## config.mk

```make
export PLATFORM = sky130hd
export DESIGN_NAME = moving_average_hysteresis_detector
export DESIGN_NICKNAME = d
export VERILOG_FILES = /design/src/mahd_pkg.sv /design/src/mahd_ctrl.sv /design/src/mahd_dp.sv /design/src/moving_average_hysteresis_detector.sv
export SDC_FILE = /design/constraint.sdc
export NUM_CORES = 1
export LEC_CHECK = 0
export ABC_AREA = 0
export BUFFER_PORTS_ARGS = -buffer_cell sky130_fd_sc_hd__buf_4
export CAP_MARGIN = 40
export CORE_MARGIN = 3
export CORE_UTILIZATION = 40
export DETAILED_ROUTE_END_ITERATION = 10
export PLACE_DENSITY = 0.68
export SYNTH_ARGS = -nofsm -noshare
export SYNTH_HDL_FRONTEND = slang
export SYNTH_SLANG_ARGS = --single-unit
```

## constraint.sdc

```tcl
create_clock -name clk_i -period 4.6 [get_ports clk_i]
set_input_delay 0.23 -clock clk_i [delete_from_list [all_inputs] [get_ports clk_i]]
set_output_delay 0.23 -clock clk_i [all_outputs]
set_load 0.03 [all_outputs]
```

## src/mahd_pkg.sv

```systemverilog
// ----------------------------------------------------------------------------
// mahd_pkg
// Shared widths, reset values, register indexes and controller/datapath
// command and status types for the moving-average hysteresis detector.
// ----------------------------------------------------------------------------
package mahd_pkg;

  // Field widths
  localparam int unsigned SAMPLE_W   = 16;
  localparam int unsigned SUM_W      = 20;
  localparam int unsigned RUN_W      = 4;
  localparam int unsigned HOLD_W     = 4;
  localparam int unsigned CFG_IDX_W  = 1;
  localparam int unsigned CFG_DATA_W = 16;

  // Window depth default (valid range 1 to 16 with a 20-bit sum)
  localparam int unsigned WINDOW_DEF = 10;

  // Divider steps: one quotient bit per cycle
  localparam int unsigned STEP_W = $clog2(SUM_W);

  // Reset values and limits
  localparam logic [SAMPLE_W-1:0] THRESHOLD_RST = 16'd52429;
  localparam logic [HOLD_W-1:0]   HOLD_RST      = 4'd3;
  localparam logic [RUN_W-1:0]    RUN_MAX       = 4'd15;

  // Configuration register indexes
  localparam logic [CFG_IDX_W-1:0] CFG_THRESHOLD = 1'd0;
  localparam logic [CFG_IDX_W-1:0] CFG_HOLD      = 1'd1;

  // Controller to datapath commands
  typedef struct packed {
    logic load;     // take the item: update window and sum, seed divider
    logic step;     // one restoring-division step
    logic finish;   // update hysteresis and write the result register
  } dp_cmd_t;

  // Datapath to controller status
  typedef struct packed {
    logic out_free; // result register can take a new item this cycle
  } dp_stat_t;

endpackage

```

## src/mahd_ctrl.sv

```systemverilog
// ----------------------------------------------------------------------------
// mahd_ctrl
// Sequencer: accepts one item, runs the bit-serial divide, then hands the
// result to the output register once it has room.
// ----------------------------------------------------------------------------
module mahd_ctrl
  import mahd_pkg::*;
(
  input  logic    clk_i,
  input  logic    rst_ni,
  input  logic    in_valid_i,
  output logic    in_stall_o,
  input  dp_stat_t stat_i,
  output dp_cmd_t  cmd_o
);

  localparam logic [1:0] ST_IDLE = 2'd0;
  localparam logic [1:0] ST_DIV  = 2'd1;
  localparam logic [1:0] ST_FIN  = 2'd2;

  localparam logic [STEP_W-1:0] LAST_STEP = STEP_W'(SUM_W - 1);

  logic [1:0]        state_q, state_d;
  logic [STEP_W-1:0] step_q, step_d;

  // Next state and commands
  always_comb begin
    state_d = state_q;
    step_d  = step_q;
    cmd_o   = '0;
    unique case (state_q)
      ST_IDLE: begin
        if (in_valid_i) begin
          cmd_o.load = 1'b1;
          step_d     = '0;
          state_d    = ST_DIV;
        end
      end
      ST_DIV: begin
        cmd_o.step = 1'b1;
        if (step_q == LAST_STEP) begin
          state_d = ST_FIN;
        end else begin
          step_d = step_q + 1'b1;
        end
      end
      ST_FIN: begin
        if (stat_i.out_free) begin
          cmd_o.finish = 1'b1;
          state_d      = ST_IDLE;
        end
      end
      default: begin
        state_d = ST_IDLE;
      end
    endcase
  end

  assign in_stall_o = (state_q != ST_IDLE);

  // State registers
  always_ff @(posedge clk_i or negedge rst_ni) begin
    if (!rst_ni) begin
      state_q <= ST_IDLE;
      step_q  <= '0;
    end else begin
      state_q <= state_d;
      step_q  <= step_d;
    end
  end

`ifndef SYNTHESIS
  // An accepted item blocks the input on the next cycle
  assert property (@(posedge clk_i) disable iff (!rst_ni)
    (in_valid_i && !in_stall_o) |=> in_stall_o)
    else $error("input not stalled after accept");

  // The result is written only when the output register has room
  assert property (@(posedge clk_i) disable iff (!rst_ni)
    cmd_o.finish |-> stat_i.out_free)
    else $error("result written into a busy output register");
`endif

endmodule

```

## src/mahd_dp.sv

```systemverilog
// ----------------------------------------------------------------------------
// mahd_dp
// Datapath: window ring, running sum, restoring divider by the fill count,
// hysteresis counters, configuration registers and the result register.
// ----------------------------------------------------------------------------
module mahd_dp
  import mahd_pkg::*;
#(
  parameter int unsigned WINDOW = WINDOW_DEF
) (
  input  logic                  clk_i,
  input  logic                  rst_ni,
  input  dp_cmd_t               cmd_i,
  output dp_stat_t              stat_o,
  input  logic [SAMPLE_W-1:0]   probability_i,
  input  logic                  cfg_we_i,
  input  logic [CFG_IDX_W-1:0]  cfg_index_i,
  input  logic [CFG_DATA_W-1:0] cfg_data_i,
  output logic                  out_valid_o,
  input  logic                  out_stall_i,
  output logic [SAMPLE_W-1:0]   average_o,
  output logic                  detected_o,
  output logic                  alarm_o
);

  localparam int unsigned IDX_W  = (WINDOW > 1) ? $clog2(WINDOW) : 1;
  localparam int unsigned FILL_W = $clog2(WINDOW + 1);
  localparam logic [IDX_W-1:0]  LAST_IDX = IDX_W'(WINDOW - 1);
  localparam logic [FILL_W-1:0] FILL_MAX = FILL_W'(WINDOW);

  logic [SAMPLE_W-1:0] win_q [WINDOW];
  logic [IDX_W-1:0]    wp_q, wp_d;
  logic [FILL_W-1:0]   fill_q, fill_d;
  logic [SUM_W-1:0]    sum_q, sum_d;
  logic [SUM_W-1:0]    quo_q, quo_d;
  logic [FILL_W-1:0]   rem_q, rem_d;
  logic [FILL_W:0]     trial;
  logic                trial_ge;

  logic [SAMPLE_W-1:0] threshold_q;
  logic [HOLD_W-1:0]   hold_q;
  logic [RUN_W-1:0]    above_q, above_d, below_q, below_d;
  logic [RUN_W-1:0]    above_inc, below_inc;
  logic                flag_q, flag_d, alarm_d, is_above;

  logic                out_valid_q;
  logic [SAMPLE_W-1:0] average_q;
  logic                detected_q, alarm_q;

  // Ring pointer, fill count and running sum for the incoming item
  always_comb begin
    wp_d   = (wp_q == LAST_IDX) ? '0 : wp_q + 1'b1;
    fill_d = (fill_q < FILL_MAX) ? fill_q + 1'b1 : fill_q;
    sum_d  = sum_q - SUM_W'(win_q[wp_q]) + SUM_W'(probability_i);
  end

  // One restoring-division step by the fill count
  always_comb begin
    trial    = {rem_q, quo_q[SUM_W-1]};
    trial_ge = (trial >= {1'b0, fill_q});
    rem_d    = trial_ge ? FILL_W'(trial - {1'b0, fill_q}) : trial[FILL_W-1:0];
    quo_d    = {quo_q[SUM_W-2:0], trial_ge};
  end

  // Hysteresis on the finished average
  always_comb begin
    is_above  = (quo_q[SAMPLE_W-1:0] > threshold_q);
    above_inc = (above_q < RUN_MAX) ? above_q + 1'b1 : above_q;
    below_inc = (below_q < RUN_MAX) ? below_q + 1'b1 : below_q;
    flag_d    = flag_q;
    alarm_d   = 1'b0;
    if (is_above) begin
      above_d = above_inc;
      below_d = '0;
      if ((above_inc >= hold_q) && !flag_q) begin
        flag_d  = 1'b1;
        alarm_d = 1'b1;
      end
    end else begin
      below_d = below_inc;
      above_d = '0;
      if ((below_inc >= hold_q) && flag_q) begin
        flag_d = 1'b0;
      end
    end
  end

  assign stat_o.out_free = !out_valid_q || !out_stall_i;

  // Window, sum, divider and run state
  always_ff @(posedge clk_i or negedge rst_ni) begin
    if (!rst_ni) begin
      for (int i = 0; i < WINDOW; i++) begin
        win_q[i] <= '0;
      end
      wp_q    <= '0;
      fill_q  <= '0;
      sum_q   <= '0;
      quo_q   <= '0;
      rem_q   <= '0;
      above_q <= '0;
      below_q <= '0;
      flag_q  <= 1'b0;
    end else begin
      if (cmd_i.load) begin
        win_q[wp_q] <= probability_i;
        wp_q        <= wp_d;
        fill_q      <= fill_d;
        sum_q       <= sum_d;
        quo_q       <= sum_d;
        rem_q       <= '0;
      end
      if (cmd_i.step) begin
        quo_q <= quo_d;
        rem_q <= rem_d;
      end
      if (cmd_i.finish) begin
        above_q <= above_d;
        below_q <= below_d;
        flag_q  <= flag_d;
      end
    end
  end

  // Configuration registers
  always_ff @(posedge clk_i or negedge rst_ni) begin
    if (!rst_ni) begin
      threshold_q <= THRESHOLD_RST;
      hold_q      <= HOLD_RST;
    end else if (cfg_we_i) begin
      unique case (cfg_index_i)
        CFG_THRESHOLD: threshold_q <= cfg_data_i[SAMPLE_W-1:0];
        CFG_HOLD:      hold_q      <= cfg_data_i[HOLD_W-1:0];
        default: ;
      endcase
    end
  end

  // Result handshake flag
  always_ff @(posedge clk_i or negedge rst_ni) begin
    if (!rst_ni) begin
      out_valid_q <= 1'b0;
    end else if (cmd_i.finish) begin
      out_valid_q <= 1'b1;
    end else if (!out_stall_i) begin
      out_valid_q <= 1'b0;
    end
  end

  // Result payload
  always_ff @(posedge clk_i) begin
    if (cmd_i.finish) begin
      average_q  <= quo_q[SAMPLE_W-1:0];
      detected_q <= flag_d;
      alarm_q    <= alarm_d;
    end
  end

  assign out_valid_o = out_valid_q;
  assign average_o   = average_q;
  assign detected_o  = detected_q;
  assign alarm_o     = alarm_q;

`ifndef SYNTHESIS
  // The fill count never passes the window depth
  assert property (@(posedge clk_i) disable iff (!rst_ni)
    fill_q <= FILL_MAX)
    else $error("fill count beyond window depth");

  // Partial remainder stays below the divisor while dividing
  assert property (@(posedge clk_i) disable iff (!rst_ni)
    cmd_i.step |-> (fill_q != '0) && (rem_q < fill_q))
    else $error("divider remainder out of range");

  // An alarm goes out only with the detected flag set
  assert property (@(posedge clk_i) disable iff (!rst_ni)
    (out_valid_o && alarm_o) |-> detected_o)
    else $error("alarm without detected flag");
`endif

endmodule

```

## src/moving_average_hysteresis_detector.sv

```systemverilog
// ----------------------------------------------------------------------------
// moving_average_hysteresis_detector
// Windowed moving average of classifier probabilities with a debounced
// above-threshold flag and a rising-edge alarm.
// ----------------------------------------------------------------------------
//  channel  handshake                 payload
//  in       in_valid_i / in_stall_o   probability_i[15:0]
//  out      out_valid_o / out_stall_i average_o[15:0], detected_o, alarm_o
//  cfg      cfg_we_i                  cfg_index_i, cfg_data_i[15:0]
//
//  The accepting edge updates the window and sum, the divider then runs the
//  one-bit-per-cycle divide by the fill count over the 20-bit sum, and a final
//  step updates the hysteresis state and loads the result. The input stalls
//  until then, so a new item is taken only once the last one is through. A
//  stalled result holds in the output register; the block waits in its final
//  step until that register is free. Reset clears the window, sum, runs and
//  flag at once and loads threshold 52429 and hold 3.
// ----------------------------------------------------------------------------
module moving_average_hysteresis_detector
  import mahd_pkg::*;
#(
  parameter int unsigned WINDOW = WINDOW_DEF
) (
  input  logic                  clk_i,
  input  logic                  rst_ni,
  input  logic                  in_valid_i,
  output logic                  in_stall_o,
  input  logic [SAMPLE_W-1:0]   probability_i,
  output logic                  out_valid_o,
  input  logic                  out_stall_i,
  output logic [SAMPLE_W-1:0]   average_o,
  output logic                  detected_o,
  output logic                  alarm_o,
  input  logic                  cfg_we_i,
  input  logic [CFG_IDX_W-1:0]  cfg_index_i,
  input  logic [CFG_DATA_W-1:0] cfg_data_i
);

  dp_cmd_t  cmd;
  dp_stat_t stat;

  // Sequencer
  mahd_ctrl u_ctrl (
    .clk_i      (clk_i),
    .rst_ni     (rst_ni),
    .in_valid_i (in_valid_i),
    .in_stall_o (in_stall_o),
    .stat_i     (stat),
    .cmd_o      (cmd)
  );

  // Arithmetic and state
  mahd_dp #(
    .WINDOW (WINDOW)
  ) u_dp (
    .clk_i         (clk_i),
    .rst_ni        (rst_ni),
    .cmd_i         (cmd),
    .stat_o        (stat),
    .probability_i (probability_i),
    .cfg_we_i      (cfg_we_i),
    .cfg_index_i   (cfg_index_i),
    .cfg_data_i    (cfg_data_i),
    .out_valid_o   (out_valid_o),
    .out_stall_i   (out_stall_i),
    .average_o     (average_o),
    .detected_o    (detected_o),
    .alarm_o       (alarm_o)
  );

endmodule
```

# After elaboration in Yosys (flattened, before gate mapping)
# Cells that the tools add are included.
[totals] reg_bits=267 in_bits=38 out_inout_bits=20 wordCells=104
[op_classes] add_sub_neg=8 magnitude_cmp=9 n_eq_ne=9 muxes=34 n_bitwise=2 reduce_logical=16
[ops] operator="bitwise mux 160 bit" n=1
[ops] operator="binary-select mux 16 bit (select 4 bit)" n=1
[ops] operator="demux 16 bit (select 4 bit)" n=1
[ops] operator="two-way mux 16 bit" n=3
[ops] operator="two-way mux 20 bit" n=2
[ops] operator="two-way mux 4 bit" n=8
[ops] operator="adder 20 x 16 -> 20 bit" n=1
[ops] operator="subtractor 20 x 16 -> 20 bit" n=1
[ops] operator="adder 4 x 1 -> 4 bit (second input constant)" n=4
[ops] operator="greater-than comparator 16 bit" n=1
[ops] operator="< comparator 4 bit (second input constant)" n=3
[ops] operator="two-way mux 1 bit" n=11
[ops] operator="two-way mux 5 bit" n=2
[ops] operator="one-hot mux 5 bit (2 select lines)" n=1
[ops] operator=">= comparator 4 bit" n=2
[ops] operator="two-way mux 2 bit" n=3
[ops] operator="inequality test 2 bit (second input constant)" n=3
[ops] operator="one-hot mux 2 bit (3 select lines)" n=1
[ops] operator="AND reduction 2 bit" n=3
[ops] operator="AND reduction 3 bit" n=2
[ops] operator="nonzero test 2 bit" n=3
[ops] operator="adder 5 x 1 -> 5 bit (second input constant)" n=1
[ops] operator="equality test 5 bit (second input constant)" n=1
[ops] operator=">= comparator 5 x 4 -> 1 bit" n=1
[ops] operator="13 further kinds" n=18

# Depth between registers and ports, before layout
[depth] depth_word=8 ltp_mapped=18 mapped_depth_nobuf=16

# By module
# A second synthesis with hierarchy kept.
[hier_totals] cells_unflattened=1233 area_unflattened_um2=13626.8
[modules_own_cells] mod="mahd_dp" n_inst=1 cells_per_inst=1190 area_each_um2=13202.7 seq_area_each_um2=6610.1
[modules_own_cells] mod="mahd_ctrl" n_inst=1 cells_per_inst=43 area_each_um2=424.2 seq_area_each_um2=175.2

# Least setup slack after synthesis
# No wires, ideal clock.
[synth_timing] path_kind="register -> register" start="reg u_dp.wp_q[0]" end="reg u_dp.quo_q[15]" setup_time_ps=133 t_arrival_ps=3716 required_ps=4467 slack_ps=751 path_stages_with_launch=16 path_buffers=2 period_less_slack_ps=3849 cell_sequence="dfrtp_1 > buf_2 > buf_2 > mux4_2 > mux2i_1 > o21ai_0 > fa_1 > inv_1 > ha_1 > a211oi_2 > o21ai_1 > a21oi_2 > o21ai_1 > a311oi_2 > xor2_1 > o21ai_1"
[synth_between] elab_chain_len=8
[synth_lines] element="start, declared" line_no="mahd_dp.sv:32" text="logic [IDX_W-1:0] wp_q, wp_d;"
[synth_lines] element="start signal, assigned" line_no="mahd_dp.sv:107" text="wp_q <= wp_d;"
[synth_lines] element="inverter 4 -> 5 bit (not written as such)" line_no="mahd_dp.sv:54" text="sum_d = sum_q - SUM_W'(win_q[wp_q]) + SUM_W'(probability_i);"
[synth_lines] element="binary-select mux 16 bit (select 4 bit)" line_no="mahd_dp.sv:54"
[synth_lines] element="two-way mux 16 bit (not written as such) (2 in a row)" line_no="mahd_dp.sv:54"
[synth_lines] element="subtractor 20 x 16 -> 20 bit" line_no="mahd_dp.sv:54"
[synth_lines] element="adder 20 x 16 -> 20 bit" line_no="mahd_dp.sv:54"
[synth_lines] element="two-way mux 20 bit" line_no="mahd_dp.sv:105" text="if (cmd_i.load) begin"
[synth_lines] element="two-way mux 20 bit" line_no="mahd_dp.sv:113" text="if (cmd_i.step) begin"
[synth_lines] element="end signal, assigned" line_no="mahd_dp.sv:110" text="quo_q <= sum_d;"
[synth_lines] element="end signal, assigned" line_no="mahd_dp.sv:114" text="quo_q <= quo_d;"
[synth_lines] element="end, declared" line_no="mahd_dp.sv:35" text="logic [SUM_W-1:0] quo_q, quo_d;"
# No other way between the ends. The select of a mux whose other input is x is not followed.
# A chain may end at the register's enable or synchronous reset.

# Final worst setup path
[layout_timing] start="reg u_dp.wp_q[0]" end="reg u_dp.sum_q[16]"
[layout_between] elab_chain_len=6
[layout_lines] element="inverter 4 -> 5 bit (not written as such)" line_no="mahd_dp.sv:54"
[layout_lines] element="binary-select mux 16 bit (select 4 bit)" line_no="mahd_dp.sv:54"
[layout_lines] element="two-way mux 16 bit (not written as such) (2 in a row)" line_no="mahd_dp.sv:54"
[layout_lines] element="subtractor 20 x 16 -> 20 bit" line_no="mahd_dp.sv:54"
[layout_lines] element="adder 20 x 16 -> 20 bit" line_no="mahd_dp.sv:54"
[layout_lines] element="end signal, assigned" line_no="mahd_dp.sv:109" text="sum_q <= sum_d;"
[layout_lines] element="end, declared" line_no="mahd_dp.sv:34" text="logic [SUM_W-1:0] sum_q, sum_d;"
# No other way between the ends. The select of a mux whose other input is x is not followed.

==> metrics.txt <==
status=complete, no violations; count of maximum capacitance violations=0; Setup Skew=20.7 ps; mapped cell area=13,400 um^2; Buf/Inv on CP=2; average size of a mapped cell=~11 um^2; final setup margin=~450 ps; DIE AREA=35,800 um^2; Net Count, Synth=around 1,300; WHS Path Cells=4; delay of the slowest critical-path stage=610 ps; crit-path cells=buf_12 > mux4_2 > mux2i_1 > o21ai_0 > fa_1 > inv_1 > ha_1 > a21o_1 > a21oi_1 > a21oi_1 > o31ai_2 > o21bai_1 > xnor2_1 > o21ai_0; largest net degree at the start of global routing=about 110; Final Non-Filler Cells=1,768; setup tns final=0 ps; Avg WL per Cell=16.8 um; Final nets=1,411; number of global-route vias before repair=roughly 9,500; Mapped Cells=1,215; achievable frequency=~240 MHz; number of synthesized flops with an enable pin=18; ys flop type=dfrtp_1; DP HPWL=just over 20 mm; clock sinks=267; DP Cell Count=approximately 1,700; Setup WS pre-CTS=slightly below 500 ps; Post CTS Setup Buffer Count=0; starting density of the core=between 40% and 50%; Seq/Total Area, Yosys=50.6%; share of layout cells above drive strength 1=between 20% and 30%; Post-synth ARST share=93.3%; Final period util=90.3%; synthesized flop and latch total=~270; HP Start=cfg_index_i; drt drc=0; core area=about 33,000 um^2; # rows=66; most common cell after layout, fill and taps aside=dfrtp_1; CTS root buffer=clkbuf_16; reg2reg end=u_dp.sum_q[16]$_DFFE_PN0P_; CP Max Fanout=14; Boundary Pins=58; first-iteration detailed-routing DRC count=604; number of buffers added on ports=between 50 and 60; static leakage=approximately 7.3 nW; Distinct cells, synth=65; Max Transition Viols Final=0; initial antenna violation count=0; fillers=2,908; CP startpoint kind=flop; global-route usage over all layers=16.8%; area grow syn2layout=17.8%; worst hold endpoint=u_dp.threshold_q[1]$_DFFE_PN0P_; Vert. Die Dim=around 190 um; maximum vdd drop=between 0.4 and 0.5 mV; R2R depth=14; Routed WL=between 20 and 30 mm; R2R setup slack=between 400 and 500 ps; clk buf depth=3; Post-DRT Antenna Nets=0; routability cong.=~0.82; first-pass GRT wire length=roughly 50 mm; CTS tree=yes; H-tree depth=1; number of CTS-inserted buffers=29; Final min period=between 4000 and 5000 ps; critical path's top delay family=compound AO/OA/AOI/OAI gates; worst setup path category=reg -> reg; Worst Hold Class=in -> reg; commonest non-fill, non-tap cells in the layout=dfrtp_1, o21ai_0, nand2_1; total number of vias=9,238; Setup crit end kind=flop; Antenna diodes=0; Slowest cell on crit path=dfrtp_2; RSZ-0062 raised after global routing=no; Worst-path clk slew=approximately 70 ps; Overflow after GRT=0; 1st-pass router iterations=7; Final Hold Violating Endpoints=0; Power per Cell Area=~690 nW/um^2; Worst Path Required=about 5000 ps; reg2reg start=u_dp.wp_q[0]$_DFFE_PN0P_; Slew Limit Headroom=41.1%; Setup violations, final=0; Slew @ Worst Pin=around 880 ps; Vias/cell=5.23; Final Hold Slack=23.1 ps; yosys warns=0; data arrival time of the critical path=between 4000 and 5000 ps; Clock Latency Late Sink=560 ps; Die W=around 190 um
-- power by group --
part	internal, mW	total [mW]	switching (mW)
clock network	1.39	2.36	0.976
registers	3.21	3.78	0.564
logic	2.19	4.82	2.63
total	6.79	11.0	4.17
-- synthesized netlist by cell type, drive strengths merged (18+ instances only) --
| cell | instances | area (um^2) |
|---|---|---|
| a21oi | 40 | 208 |
| a22oi | 25 | 188 |
| buf | 21 | 140 |
| clkbuf | 40 | 150 |
| dfrtp | 238 | 5960 |
| edfxtp | 18 | 541 |
| ha | 52 | 651 |
| inv | 99 | 372 |
| mux2 | 78 | 878 |
| mux2i | 18 | 180 |
| mux4 | 32 | 721 |
| nand2 | 166 | 631 |
| nand3 | 21 | 105 |
| nor2 | 31 | 121 |
| o21ai | 177 | 890 |
-- routing by layer --
layer | routed length (um) | share of wire, % | global-route usage, % | vias to the layer above
li1 | - | - | - | 4427
met1 | 14300 | 48 | 24.7 | 4592
met2 | 13700 | 46 | 27.2 | 179
met3 | 1220 | 4.1 | 2.11 | 40
met4 | 487 | 1.6 | 3.15 | 0
met5 | 0 | 0 | 0 | -
-- repair_timing --
action / 4_1_cts / 5_1_grt
hold endpoints to repair: 193 / 0
setup endpoints to repair: 0 / 0
hold buffers: 35 / 0
gates resized for setup: 0 / 0
-- kinds of logic after synthesis --
logic type	count (synthesis)	synth area share [%]
AO/OA/AOI/OAI	294	13.0
AND/OR/NAND/NOR	272	9.26
flip-flops	267	50.6
buffers and inverters	161	4.96
multiplexers	128	13.3
adder cells (fa/ha/maj)	69	7.39
XOR/XNOR	24	1.57
-- sequential cells by signal, indices dropped and copies added, names as in the netlist --
register and cells:
u_ctrl.state_q 2, u_ctrl.step_q 5, u_dp.above_q 4, u_dp.alarm_o 1, u_dp.average_o 16, u_dp.below_q 4, u_dp.detected_o 1, u_dp.fill_q 4
u_dp.flag_q 1, u_dp.hold_q 4, u_dp.out_valid_o 1, u_dp.quo_q 20, u_dp.rem_q 4, u_dp.sum_q 20, u_dp.threshold_q 16, u_dp.win_q 160
u_dp.wp_q 4
-- layout make-up --
cell class	instances	area [um^2]	area share [%]
clock buffer	39	833	5.28
clock inverter	14	146	0.927
inverter	100	375	2.38
multi-input combinational	787	5960	37.7
sequential	267	6790	43.0
tap	442	553	3.50
timing repair buffer	119	1140	7.19
-- tightest hold or removal path: cells and delay by family --
family	cells	cell delay [ps]
buffers and inverters	1	90
AO/OA/AOI/OAI	1	70
AND/OR/NAND/NOR	2	130
-- worst max path at each step --
stage	startpoint	to	cells after the start
CTS	u_dp.wp_q[0]$_DFFE_PN0P_	u_dp.sum_q[16]$_DFFE_PN0P_	14
detailed placement	u_dp.wp_q[0]$_DFFE_PN0P_	u_dp.sum_q[16]$_DFFE_PN0P_	14
global placement	u_dp.wp_q[0]$_DFFE_PN0P_	u_dp.quo_q[15]$_DFFE_PN0P_	14
floorplan	u_dp.wp_q[0]$_DFFE_PN0P_	u_dp.quo_q[15]$_DFFE_PN0P_	15
global route	u_dp.wp_q[0]$_DFFE_PN0P_	u_dp.quo_q[16]$_DFFE_PN0P_	14
finish	u_dp.wp_q[0]$_DFFE_PN0P_	u_dp.sum_q[16]$_DFFE_PN0P_	14
-- metrics by stage --
| step | power [mW] | area (um^2) | util, % |
|---|---|---|---|
| floorplan | 7.39 | 13400 | - |
| global placement | 8.38 | 14300 | 43.5 |
| detailed placement | 8.59 | 14500 | 44.1 |
| CTS | 11.0 | 15800 | 48.2 |
| global route | 11.9 | 15800 | 48.2 |
| finish | 11.0 | 15800 | 48.2 |
Power figures use the tool's default switching activity.
